`src/rtl/core/mexp_pkg.sv`:
```
// mexp_pkg: shared constants for the modular exponentiation block
// register map, reset values and default widths; no dependencies

package mexp_pkg;

    // default operand width
    localparam int VALUE_BITS_DEFAULT = 16;

    // configuration port shape
    localparam int ADDR_BITS = 3;
    localparam int DATA_BITS = 32;

    // register index, taken from paddr[2]
    localparam logic [0:0] REG_EXPONENT = 1'b0;
    localparam logic [0:0] REG_MODULUS  = 1'b1;

    // register reset values, truncated to the operand width where used
    localparam logic [31:0] EXPONENT_RESET = 32'd1;
    localparam logic [31:0] MODULUS_RESET  = 32'd65535;

endpackage

```
`src/rtl/core/mexp_mulmod.sv`:
```
// mexp_mulmod: iterative modular multiplier, result = a * b mod m
// takes a one bit at a time, each bit a double and reduce then an add and reduce step; uses mexp_pkg

module mexp_mulmod #(
    parameter int VALUE_BITS = mexp_pkg::VALUE_BITS_DEFAULT
) (
    input  logic                  clk,
    input  logic                  rst_n,
    input  logic                  start,
    input  logic [VALUE_BITS-1:0] a,
    input  logic [VALUE_BITS-1:0] b,
    input  logic [VALUE_BITS-1:0] m,
    output logic                  done,
    output logic [VALUE_BITS-1:0] result
);

    localparam int CNT_BITS = $clog2(VALUE_BITS + 1);

    // b must be below m; the partial remainder stays below m throughout
    logic [VALUE_BITS-1:0] a_reg, a_next;
    logic [VALUE_BITS-1:0] b_reg, b_next;
    logic [VALUE_BITS-1:0] m_reg, m_next;
    logic [VALUE_BITS-1:0] r_reg, r_next;
    logic [CNT_BITS-1:0]   cnt_reg, cnt_next;
    logic                  phase_reg, phase_next;
    logic                  busy_reg, busy_next;
    logic                  done_reg, done_next;

    logic [VALUE_BITS:0] m_ext;
    logic [VALUE_BITS:0] step_val;
    logic [VALUE_BITS:0] step_red;

    assign m_ext = {1'b0, m_reg};

    // shared compare and subtract
    always_comb
    begin
        if (!phase_reg)
        begin
            step_val = {r_reg, 1'b0};
        end
        else if (a_reg[VALUE_BITS-1])
        begin
            step_val = {1'b0, r_reg} + {1'b0, b_reg};
        end
        else
        begin
            step_val = {1'b0, r_reg};
        end
        step_red = (step_val >= m_ext) ? (step_val - m_ext) : step_val;
    end

    always_comb
    begin
        a_next     = a_reg;
        b_next     = b_reg;
        m_next     = m_reg;
        r_next     = r_reg;
        cnt_next   = cnt_reg;
        phase_next = phase_reg;
        busy_next  = busy_reg;
        done_next  = 1'b0;
        if (start)
        begin
            a_next     = a;
            b_next     = b;
            m_next     = m;
            r_next     = '0;
            cnt_next   = CNT_BITS'(VALUE_BITS);
            phase_next = 1'b0;
            busy_next  = 1'b1;
        end
        else if (busy_reg)
        begin
            r_next     = step_red[VALUE_BITS-1:0];
            phase_next = !phase_reg;
            if (phase_reg)
            begin
                a_next   = {a_reg[VALUE_BITS-2:0], 1'b0};
                cnt_next = cnt_reg - CNT_BITS'(1);
                if (cnt_reg == CNT_BITS'(1))
                begin
                    busy_next = 1'b0;
                    done_next = 1'b1;
                end
            end
        end
    end

    always_ff @(posedge clk or negedge rst_n)
    begin
        if (!rst_n)
        begin
            busy_reg  <= 1'b0;
            done_reg  <= 1'b0;
            phase_reg <= 1'b0;
            cnt_reg   <= '0;
        end
        else
        begin
            busy_reg  <= busy_next;
            done_reg  <= done_next;
            phase_reg <= phase_next;
            cnt_reg   <= cnt_next;
        end
    end

    always_ff @(posedge clk)
    begin
        a_reg <= a_next;
        b_reg <= b_next;
        m_reg <= m_next;
        r_reg <= r_next;
    end

    assign done   = done_reg;
    assign result = r_reg;

endmodule

```
`src/rtl/core/modular_exponentiation_unit.sv`:
```
// modular_exponentiation_unit: top level, value^exponent mod modulus
// apb registers, square-and-multiply sequencer; uses mexp_pkg and mexp_mulmod

// Each input beat carries one cipher_value; one output beat returns
// cipher_value^exponent mod modulus, computed right to left by square and
// multiply. The user is to write exponent (address 0) and modulus (address 4)
// over the apb port while the block is idle; the block does not enforce this.
// Writes only take effect for the next beat. A modulus below 2 gives 0. All
// work runs on one shared modular multiplier that takes its first operand one
// bit at a time, each bit a double-and-reduce then an add-and-reduce step. An
// item costs one base reduction plus, for each exponent bit up to the highest
// set bit, a square and, for set bits, a multiply. in_ready is high only
// between items; a finished result waits in the output register, and the next
// item can be accepted while it is not yet taken.

module modular_exponentiation_unit #(
    parameter int VALUE_BITS = mexp_pkg::VALUE_BITS_DEFAULT
) (
    input  logic                           clk,
    input  logic                           rst_n,
    // apb configuration port
    input  logic                           psel,
    input  logic                           penable,
    input  logic                           pwrite,
    input  logic [mexp_pkg::ADDR_BITS-1:0] paddr,
    input  logic [mexp_pkg::DATA_BITS-1:0] pwdata,
    output logic [mexp_pkg::DATA_BITS-1:0] prdata,
    output logic                           pready,
    // input channel
    input  logic                           in_valid,
    output logic                           in_ready,
    input  logic [VALUE_BITS-1:0]          cipher_value,
    // output channel
    output logic                           out_valid,
    input  logic                           out_ready,
    output logic [VALUE_BITS-1:0]          plain_value
);

    localparam int DATA_W = mexp_pkg::DATA_BITS;

    // sequencer states
    localparam logic [2:0] S_IDLE   = 3'd0;
    localparam logic [2:0] S_REDUCE = 3'd1;
    localparam logic [2:0] S_MUL    = 3'd2;
    localparam logic [2:0] S_SQR    = 3'd3;
    localparam logic [2:0] S_DONE   = 3'd4;

    // configuration registers
    logic [VALUE_BITS-1:0] exponent_reg;
    logic [VALUE_BITS-1:0] modulus_reg;
    logic                  cfg_write;

    assign pready    = 1'b1;
    assign cfg_write = psel && penable && pwrite;

    always_ff @(posedge clk or negedge rst_n)
    begin
        if (!rst_n)
        begin
            exponent_reg <= VALUE_BITS'(mexp_pkg::EXPONENT_RESET);
            modulus_reg  <= VALUE_BITS'(mexp_pkg::MODULUS_RESET);
        end
        else if (cfg_write)
        begin
            case (paddr[2])
                mexp_pkg::REG_EXPONENT: exponent_reg <= VALUE_BITS'(pwdata);
                mexp_pkg::REG_MODULUS:  modulus_reg  <= VALUE_BITS'(pwdata);
                default: ;
            endcase
        end
    end

    // register readback
    always_comb
    begin
        case (paddr[2])
            mexp_pkg::REG_EXPONENT: prdata = DATA_W'(exponent_reg);
            mexp_pkg::REG_MODULUS:  prdata = DATA_W'(modulus_reg);
            default:                prdata = '0;
        endcase
    end

    // sequencer and working registers
    logic [2:0]            state_reg, state_next;
    logic [VALUE_BITS-1:0] exp_reg, exp_next;        // remaining exponent
    logic [VALUE_BITS-1:0] mod_reg, mod_next;        // modulus latched per item
    logic [VALUE_BITS-1:0] acc_reg, acc_next;        // running result
    logic [VALUE_BITS-1:0] base_reg, base_next;      // running base
    logic                  mm_start_reg, mm_start_next;
    logic [VALUE_BITS-1:0] mm_a_reg, mm_a_next;
    logic [VALUE_BITS-1:0] mm_b_reg, mm_b_next;
    logic                  out_valid_reg, out_valid_next;
    logic [VALUE_BITS-1:0] plain_reg, plain_next;

    logic                  mm_done;
    logic [VALUE_BITS-1:0] mm_result;
    logic [VALUE_BITS-1:0] exp_shift;
    logic                  in_beat;

    assign in_ready  = (state_reg == S_IDLE);
    assign in_beat   = in_valid && in_ready;
    assign exp_shift = exp_reg >> 1;

    always_comb
    begin
        state_next     = state_reg;
        exp_next       = exp_reg;
        mod_next       = mod_reg;
        acc_next       = acc_reg;
        base_next      = base_reg;
        mm_start_next  = 1'b0;
        mm_a_next      = mm_a_reg;
        mm_b_next      = mm_b_reg;
        out_valid_next = out_valid_reg;
        plain_next     = plain_reg;

        // output register drains independently of the sequencer
        if (out_valid_reg && out_ready)
        begin
            out_valid_next = 1'b0;
        end

        case (state_reg)
            S_IDLE:
            begin
                if (in_beat)
                begin
                    exp_next = exponent_reg;
                    mod_next = modulus_reg;
                    if (modulus_reg < VALUE_BITS'(2))
                    begin
                        // degenerate modulus: everything reduces to zero
                        acc_next   = '0;
                        base_next  = '0;
                        exp_next   = '0;
                        state_next = S_DONE;
                    end
                    else
                    begin
                        // base reduction: cipher * 1 mod m
                        mm_a_next     = cipher_value;
                        mm_b_next     = VALUE_BITS'(1);
                        mm_start_next = 1'b1;
                        state_next    = S_REDUCE;
                    end
                end
            end
            S_REDUCE:
            begin
                if (mm_done)
                begin
                    base_next = mm_result;
                    acc_next  = VALUE_BITS'(1);
                    if (exp_reg == '0)
                    begin
                        state_next = S_DONE;
                    end
                    else if (exp_reg[0])
                    begin
                        mm_a_next     = VALUE_BITS'(1);
                        mm_b_next     = mm_result;
                        mm_start_next = 1'b1;
                        state_next    = S_MUL;
                    end
                    else
                    begin
                        mm_a_next     = mm_result;
                        mm_b_next     = mm_result;
                        mm_start_next = 1'b1;
                        state_next    = S_SQR;
                    end
                end
            end
            S_MUL:
            begin
                if (mm_done)
                begin
                    acc_next      = mm_result;
                    mm_a_next     = base_reg;
                    mm_b_next     = base_reg;
                    mm_start_next = 1'b1;
                    state_next    = S_SQR;
                end
            end
            S_SQR:
            begin
                if (mm_done)
                begin
                    base_next = mm_result;
                    exp_next  = exp_shift;
                    if (exp_shift == '0)
                    begin
                        state_next = S_DONE;
                    end
                    else if (exp_shift[0])
                    begin
                        mm_a_next     = acc_reg;
                        mm_b_next     = mm_result;
                        mm_start_next = 1'b1;
                        state_next    = S_MUL;
                    end
                    else
                    begin
                        mm_a_next     = mm_result;
                        mm_b_next     = mm_result;
                        mm_start_next = 1'b1;
                        state_next    = S_SQR;
                    end
                end
            end
            S_DONE:
            begin
                // hand over once the output register is free
                if (!out_valid_reg || out_ready)
                begin
                    out_valid_next = 1'b1;
                    plain_next     = acc_reg;
                    state_next     = S_IDLE;
                end
            end
            default:
            begin
                state_next = S_IDLE;
            end
        endcase
    end

    always_ff @(posedge clk or negedge rst_n)
    begin
        if (!rst_n)
        begin
            state_reg     <= S_IDLE;
            mm_start_reg  <= 1'b0;
            out_valid_reg <= 1'b0;
            acc_reg       <= VALUE_BITS'(1);
            base_reg      <= '0;
            exp_reg       <= '0;
        end
        else
        begin
            state_reg     <= state_next;
            mm_start_reg  <= mm_start_next;
            out_valid_reg <= out_valid_next;
            acc_reg       <= acc_next;
            base_reg      <= base_next;
            exp_reg       <= exp_next;
        end
    end

    // payload registers
    always_ff @(posedge clk)
    begin
        mod_reg   <= mod_next;
        mm_a_reg  <= mm_a_next;
        mm_b_reg  <= mm_b_next;
        plain_reg <= plain_next;
    end

    // shared modular multiplier
    mexp_mulmod #(
        .VALUE_BITS (VALUE_BITS)
    ) u_mulmod (
        .clk    (clk),
        .rst_n  (rst_n),
        .start  (mm_start_reg),
        .a      (mm_a_reg),
        .b      (mm_b_reg),
        .m      (mod_reg),
        .done   (mm_done),
        .result (mm_result)
    );

    assign out_valid   = out_valid_reg;
    assign plain_value = plain_reg;

endmodule

```
`config.mk`:
```
export PLATFORM = sky130hd
export DESIGN_NAME = modular_exponentiation_unit
export DESIGN_NICKNAME = d
export VERILOG_FILES = /design/src/rtl/core/mexp_pkg.sv /design/src/rtl/core/mexp_mulmod.sv /design/src/rtl/core/modular_exponentiation_unit.sv
export SDC_FILE = /design/constraint.sdc
export NUM_CORES = 1
export LEC_CHECK = 0
export ABC_AREA = 1
export ABC_CLOCK_PERIOD_IN_PS = 4000
export BUFFER_PORTS_ARGS = -buffer_cell sky130_fd_sc_hd__buf_2
export CORE_UTILIZATION = 55
export DETAILED_ROUTE_END_ITERATION = 7
export PLACE_DENSITY = 0.84
export SYNTH_ARGS = -nofsm -noshare
export SYNTH_HDL_FRONTEND = slang
export SYNTH_HIERARCHICAL = 1
export SYNTH_SLANG_ARGS = --single-unit
```
`constraint.sdc`:
```
create_clock -name clk -period 4 [get_ports clk]
set_clock_uncertainty 0.05 [all_clocks]
set_input_delay 0.4 -clock clk [delete_from_list [all_inputs] [get_ports clk]]
set_output_delay 0.4 -clock clk [all_outputs]
set_load 0.01 [all_outputs]
```
Word-level counts from Yosys, hierarchy flattened
Cells that the tools add are included.
{"block": "totals", "out_inout_bits": 51, "input_bits": 58, "word_cells": 137, "regBits": 221}
{"block": "classes", "bitwise_logic": 1, "reduce_logical": 27, "magnitude_cmp": 2, "n_addsub": 3, "n_mux": 69, "n_eq_ne": 15}
{"operator": "2-to-1 mux 16 bit", "n": 26}
{"operator": "one-hot mux 16 bit (4 select lines)", "n": 2}
{"operator": "one-hot mux 16 bit (2 select lines)", "n": 2}
{"operator": "one-hot mux 32 bit (2 select lines)", "n": 1}
{"operator": "one-hot mux 16 bit (3 select lines)", "n": 1}
{"operator": "2-to-1 mux 17 bit", "n": 2}
{"operator": "zero test 16 bit", "n": 2}
{"operator": "2-to-1 mux 3 bit", "n": 8}
{"operator": "2-to-1 mux 1 bit", "n": 22}
{"operator": "adder 16 x 16 -> 17 bit", "n": 1}
{"operator": "greater-or-equal comparator 17 x 16 -> 1 bit", "n": 1}
{"operator": "< comparator 16 x 2 -> 1 bit (second input constant)", "n": 1}
{"operator": "subtractor 16 bit", "n": 1}
{"operator": "2-to-1 mux 5 bit", "n": 3}
{"operator": "one-hot mux 3 bit (5 select lines)", "n": 1}
{"operator": "!= test 2 x 1 -> 1 bit (second input constant)", "n": 6}
{"operator": "AND reduction 2 bit", "n": 5}
{"operator": "AND reduction 5 bit", "n": 2}
{"operator": "!= test 2 bit (second input constant)", "n": 4}
{"operator": "AND reduction 8 bit", "n": 1}
{"operator": "nonzero test 2 bit", "n": 4}
{"operator": "== test 3 x 2 -> 1 bit (second input constant)", "n": 2}
{"operator": "== test 5 x 1 -> 1 bit (second input constant)", "n": 1}
{"operator": "subtractor 5 x 1 -> 5 bit (second input constant)", "n": 1}
{"operator": "13 further kinds", "n": 17}

Depth between registers and ports, before layout
{"block": "depth", "ltp_word": 5, "ltp_mapped": 26, "depth_no_buf": 25}

Hierarchy
Netlist, hierarchy kept.
{"mod": "modular_exponentiation_unit", "cells_per_inst": 735, "n_inst": 1, "area_each_um2": 6802.8, "seq_area_each_um2": 4071.4}
{"mod": "mexp_mulmod", "cells_per_inst": 668, "n_inst": 1, "area_each_um2": 5071.1, "seq_area_each_um2": 1961.9}

Least setup slack after synthesis
No wires, ideal clock.
{"block": "synth_timing", "path_kind": "reg2reg", "start": "register state_reg[1]", "end": "register mm_a_reg[0] (enable)", "required_time_ps": 3489, "path_stages_with_launch": 7, "path_buffers": 1, "t_arrival_ps": 3176, "period_less_slack_ps": 3687, "slack_ps": 313, "setup_time_ps": 461, "path_cell_list": "dfrtp_1 > nand2_2 > nor2_4 > buf_2 > nand3_1 > nand3_1 > nor3_1"}
{"block": "synth_via", "elab_chain_len": 4, "word_cells_on_any_way": 14, "classes_between": "eq/ne: 10; reduce/logical: 4"}
{"element": "start, declared", "line": "modular_exponentiation_unit.sv:84", "rtl": "logic [2:0] state_reg, state_next;"}
{"element": "start signal, assigned", "line": "modular_exponentiation_unit.sv:241", "rtl": "state_reg <= state_next;"}
{"element": "zero test 3 bit", "line": "modular_exponentiation_unit.sv:100, modular_exponentiation_unit.sv:123"}
{"element": "logical AND 1 bit", "line": "modular_exponentiation_unit.sv:101", "rtl": "assign in_beat = in_valid && in_ready;"}
{"element": "!= test 2 x 1 -> 1 bit (no line)"}
{"element": "AND reduction 8 bit (no line) (*)"}
{"element": "end signal, assigned", "line": "modular_exponentiation_unit.sv:254", "rtl": "mm_a_reg <= mm_a_next;"}
{"element": "end, declared", "line": "modular_exponentiation_unit.sv:90", "rtl": "logic [VALUE_BITS-1:0] mm_a_reg, mm_a_next;"}
Every way passes the cells marked *; elsewhere a longest branch is shown, timed or not.
A chain may end at the register's enable or synchronous reset.

Worst setup path after layout
{"block": "layout_timing", "start": "register u_mulmod.r_reg[0] (netlist: u_mulmod/result[0])", "end": "register u_mulmod.r_reg[3] (netlist: u_mulmod/result[3])"}
{"block": "layout_via", "elab_chain_len": 5, "word_cells_on_any_way": 6, "classes_between": "add/sub: 2; order compare: 1; mux: 3"}
{"element": "start, declared", "line": "mexp_mulmod.sv:23", "rtl": "logic [VALUE_BITS-1:0] r_reg, r_next;"}
{"element": "start signal, assigned", "line": "mexp_mulmod.sv:113", "rtl": "r_reg <= r_next;"}
{"element": "adder 16 x 16 -> 17 bit", "line": "mexp_mulmod.sv:44", "rtl": "step_val = {1'b0, r_reg} + {1'b0, b_reg};"}
{"element": "2-to-1 mux 17 bit", "line": "mexp_mulmod.sv:42", "rtl": "else if (a_reg[VALUE_BITS-1])"}
{"element": "2-to-1 mux 17 bit (*)", "line": "mexp_mulmod.sv:38", "rtl": "if (!phase_reg)"}
{"element": "subtractor 16 bit / greater-or-equal comparator 17 x 16 -> 1 bit (equally long branches)", "line": "mexp_mulmod.sv:50", "rtl": "step_red = (step_val >= m_ext) ? (step_val - m_ext) : step_val;"}
{"element": "2-to-1 mux 16 bit (*)", "line": "mexp_mulmod.sv:50"}
Marks and branches as above.

==> impl_metrics.tcl <==
set metrics [dict create \
    outcome "completed" \
    ys_ff_latch 221 \
    clkLatencyLatePin_ns 0.52 \
    dieHeight_um 149 \
    fmax_mhz 275 \
    clock-sinks 221 \
    async_flop_share 0.421 \
    first_iter_violations 930 \
    antenna_found_initial 0 \
    tns_ns 0 \
    dieWidth_um 149 \
    crit_arrival_ns 3.97 \
    worstPathRequired_ns 4.34 \
    rsz0062_at_grt "false" \
    r2r_start "u_mulmod/result[0]" \
    grt_max_degree 66 \
    r2r_cells 23 \
    drt-pass1-iter-count 6 \
    antenna_cells 0 \
    grt_pass1_wl_um 46800 \
    hp-start "pwdata[15]" \
    final_layout_size_suffix_gt1_frac 0.171 \
    overflow 0 \
    coreArea_um2 21100 \
    cts_tree "built" \
    hpwl_um 20400 \
    p_total_mw 12.8 \
    synth_edf_count 112 \
    area_growth_pct 11.2 \
    setup.worst_path.class "reg -> reg" \
    crit_start "u_mulmod/result[0]" \
    min_to "modulus_reg[15]" \
    cts-root-buf "clkbuf_16" \
    powerDensity_nw_per_um2 969 \
    timing.rr.end "u_mulmod/result[3]" \
    end_kind "flip-flop" \
    yosysWarnings 6 \
    rows 53 \
    synth_top_area_frac 0.283 \
    ys_seq_area_frac 0.508 \
    ioPinCount 109 \
    reg2reg_slack_ns 0.37 \
    grt_usage 0.267 \
    avgRoutedWirePerCell_um 16.5 \
    synth.distinct_cells 53 \
    period_needed_ns 3.63 \
    setup_violations 0 \
    synth_top_area_cell "edfxtp_1" \
    syn_area_um2 11900 \
    numCtsBuffers 24 \
    avgSynthCellArea_um2 8.46 \
    clk_path_buf_depth 3 \
    route.vias.total 9886 \
    hold_viol 0 \
    crit_chain "ha_1 > fa_1 > nand3_1 > nand3_2 > nand2_1 > nand2_1 > nand3_1 > nand3_1 > nand3_1 > nand2_1 > nand2_1 > inv_1 > ha_1 > nand2_1 > o21ai_0 > a21oi_2 > nand2_2 > nand2_4 > inv_4 > nor2_8 > nand2_1 > nand3_1 > o21ai_0" \
    layout_common_cells "nand2_1 (462), inv_1 (145), edfxtp_1 (112)" \
    critPathMaxStageDelay_ns 0.44 \
    num-nets-final 1568 \
    final_common_cell "nand2_1" \
    routed_wl_um 29100 \
    critPathSlowestCell "fa_1" \
    finalCritPeriodShare 0.909 \
    antenna_left 0 \
    portBuffers 73 \
    clkTransAtPathRegs_ns 0.06 \
    filler_cell_count 1662 \
    ys_top_cells_by_area "edfxtp_1 (28%), dfrtp_1 (16%), nand2_1 (15%), inv_1 (4.6%), dfstp_2 (4.0%)" \
    die_area_um2 22200 \
    synth_ff_type "edfxtp_1" \
    max_cap_violations 0 \
    path_max_fanout 15 \
    route.detailed.drc 0 \
    drv_slew 0 \
    worst_pin_slew_ns 1.03 \
    hold_path_depth 3 \
    vias_per_cell 5.59 \
    place_ws_ns 0.441 \
    cts_resized 0 \
    leakage_nw 6.27 \
    worst_path_most_repeated_cell "nand2_1" \
    cts-htree-levels 1 \
    finalWorstSetupSlack_ns 0.365 \
    crit_path_start_kind "flip-flop" \
    initial_core_util 0.563 \
    synth_cells 1403 \
    maxSlewHeadroom 0.313 \
    min_path_type "in -> reg" \
    peakVddDrop_v 0.000697 \
    grt_pass1_vias 9663 \
    gp_congestion 0.922 \
]
-- stage by stage --
stage	instances	cell area [um2]	hold WS, ns	utilization
after floorplan	1418	11900	0.0544	-
after global routing	1767	13200	0.108	0.626
after CTS	1767	13200	0.0701	0.626
after detailed placement	1722	12400	0.355	0.588
final	1767	13200	0.0755	0.626
after global placement	1722	12400	0.351	0.588
-- cells by family (layout without fill, tap and decap cells) --
group	after synthesis	after routing	share of synthesized area
AO/OA/AOI/OAI	210	210	0.102
XOR/XNOR	14	14	0.0103
adder cells (fa/ha/maj)	36	36	0.0392
buffers and inverters	226	300	0.0837
flip-flops	221	221	0.508
other	2	17	0.000632
AND/OR/NAND/NOR	694	694	0.256
-- cells in the mapped netlist, types with 11 or more instances --
master,instances
nor2_1,74
dfstp_2,18
ha_1,34
inv_2,16
dfrtp_1,75
dfxtp_1,16
nand2_2,29
nand3_2,11
nand3_1,67
nand4_1,16
inv_1,145
o21ai_0,74
o21ai_1,22
nand2_1,462
buf_4,22
o21ai_2,20
clkbuf_1,22
buf_2,11
xnor2_1,12
a21oi_1,67
edfxtp_1,112
-- repair_timing --
item	in CTS	in global routing
hold buffers	1	0
endpoints found under the hold margin	36	0
buffers inserted	0	0
endpoints found under the setup margin	0	0
-- power by group --
| group | switching (mW) | internal (mW) |
|---|---|---|
| combinational | 4.33 | 2.17 |
| clock | 0.919 | 1.28 |
| sequential | 0.578 | 3.52 |
-- worst max-delay path: cells and delay by family (launching register included) --
| kind | cells | cell delay [ns] |
|---|---|---|
| compound gates | 3 | 0.32 |
| fa+ha+maj | 3 | 1.04 |
| buf+inv | 2 | 0.10 |
| flops | 1 | 0.38 |
| simple gates | 15 | 1.62 |
-- cell type report --
type / count / area, um2 / share of cell area
Inverter: 165 / 622 / 0.0471
Timing Repair Buffer: 91 / 505 / 0.0383
Clock inverter: 11 / 96.3 / 0.00730
Clock buffer: 33 / 687 / 0.0520
Tap cell: 275 / 344 / 0.0261
Sequential cell: 221 / 6030 / 0.457
Multi-Input combinational cell: 971 / 4910 / 0.372
-- worst max path at each step --
stage                         endpoint  slack (ns)  cells past startpoint
floorplan                  mm_a_reg[0]        0.31                      6
global placement    u_mulmod/result[4]        0.51                     23
detailed placement  u_mulmod/result[1]        0.44                     21
CTS                 u_mulmod/result[1]        0.41                     21
global route        u_mulmod/result[0]        0.06                     23
finish              u_mulmod/result[3]        0.37                     23
-- routing by layer --
metal,vias up,wire length (um),track usage,part of all wire
met3,83,2260,0.0410,0.078
met2,459,14200,0.450,0.49
li1,4688,-,-,-
met5,-,0,0,0
met1,4656,11800,0.345,0.40
met4,0,889,0.111,0.031
Power figures use the tool's default switching activity.
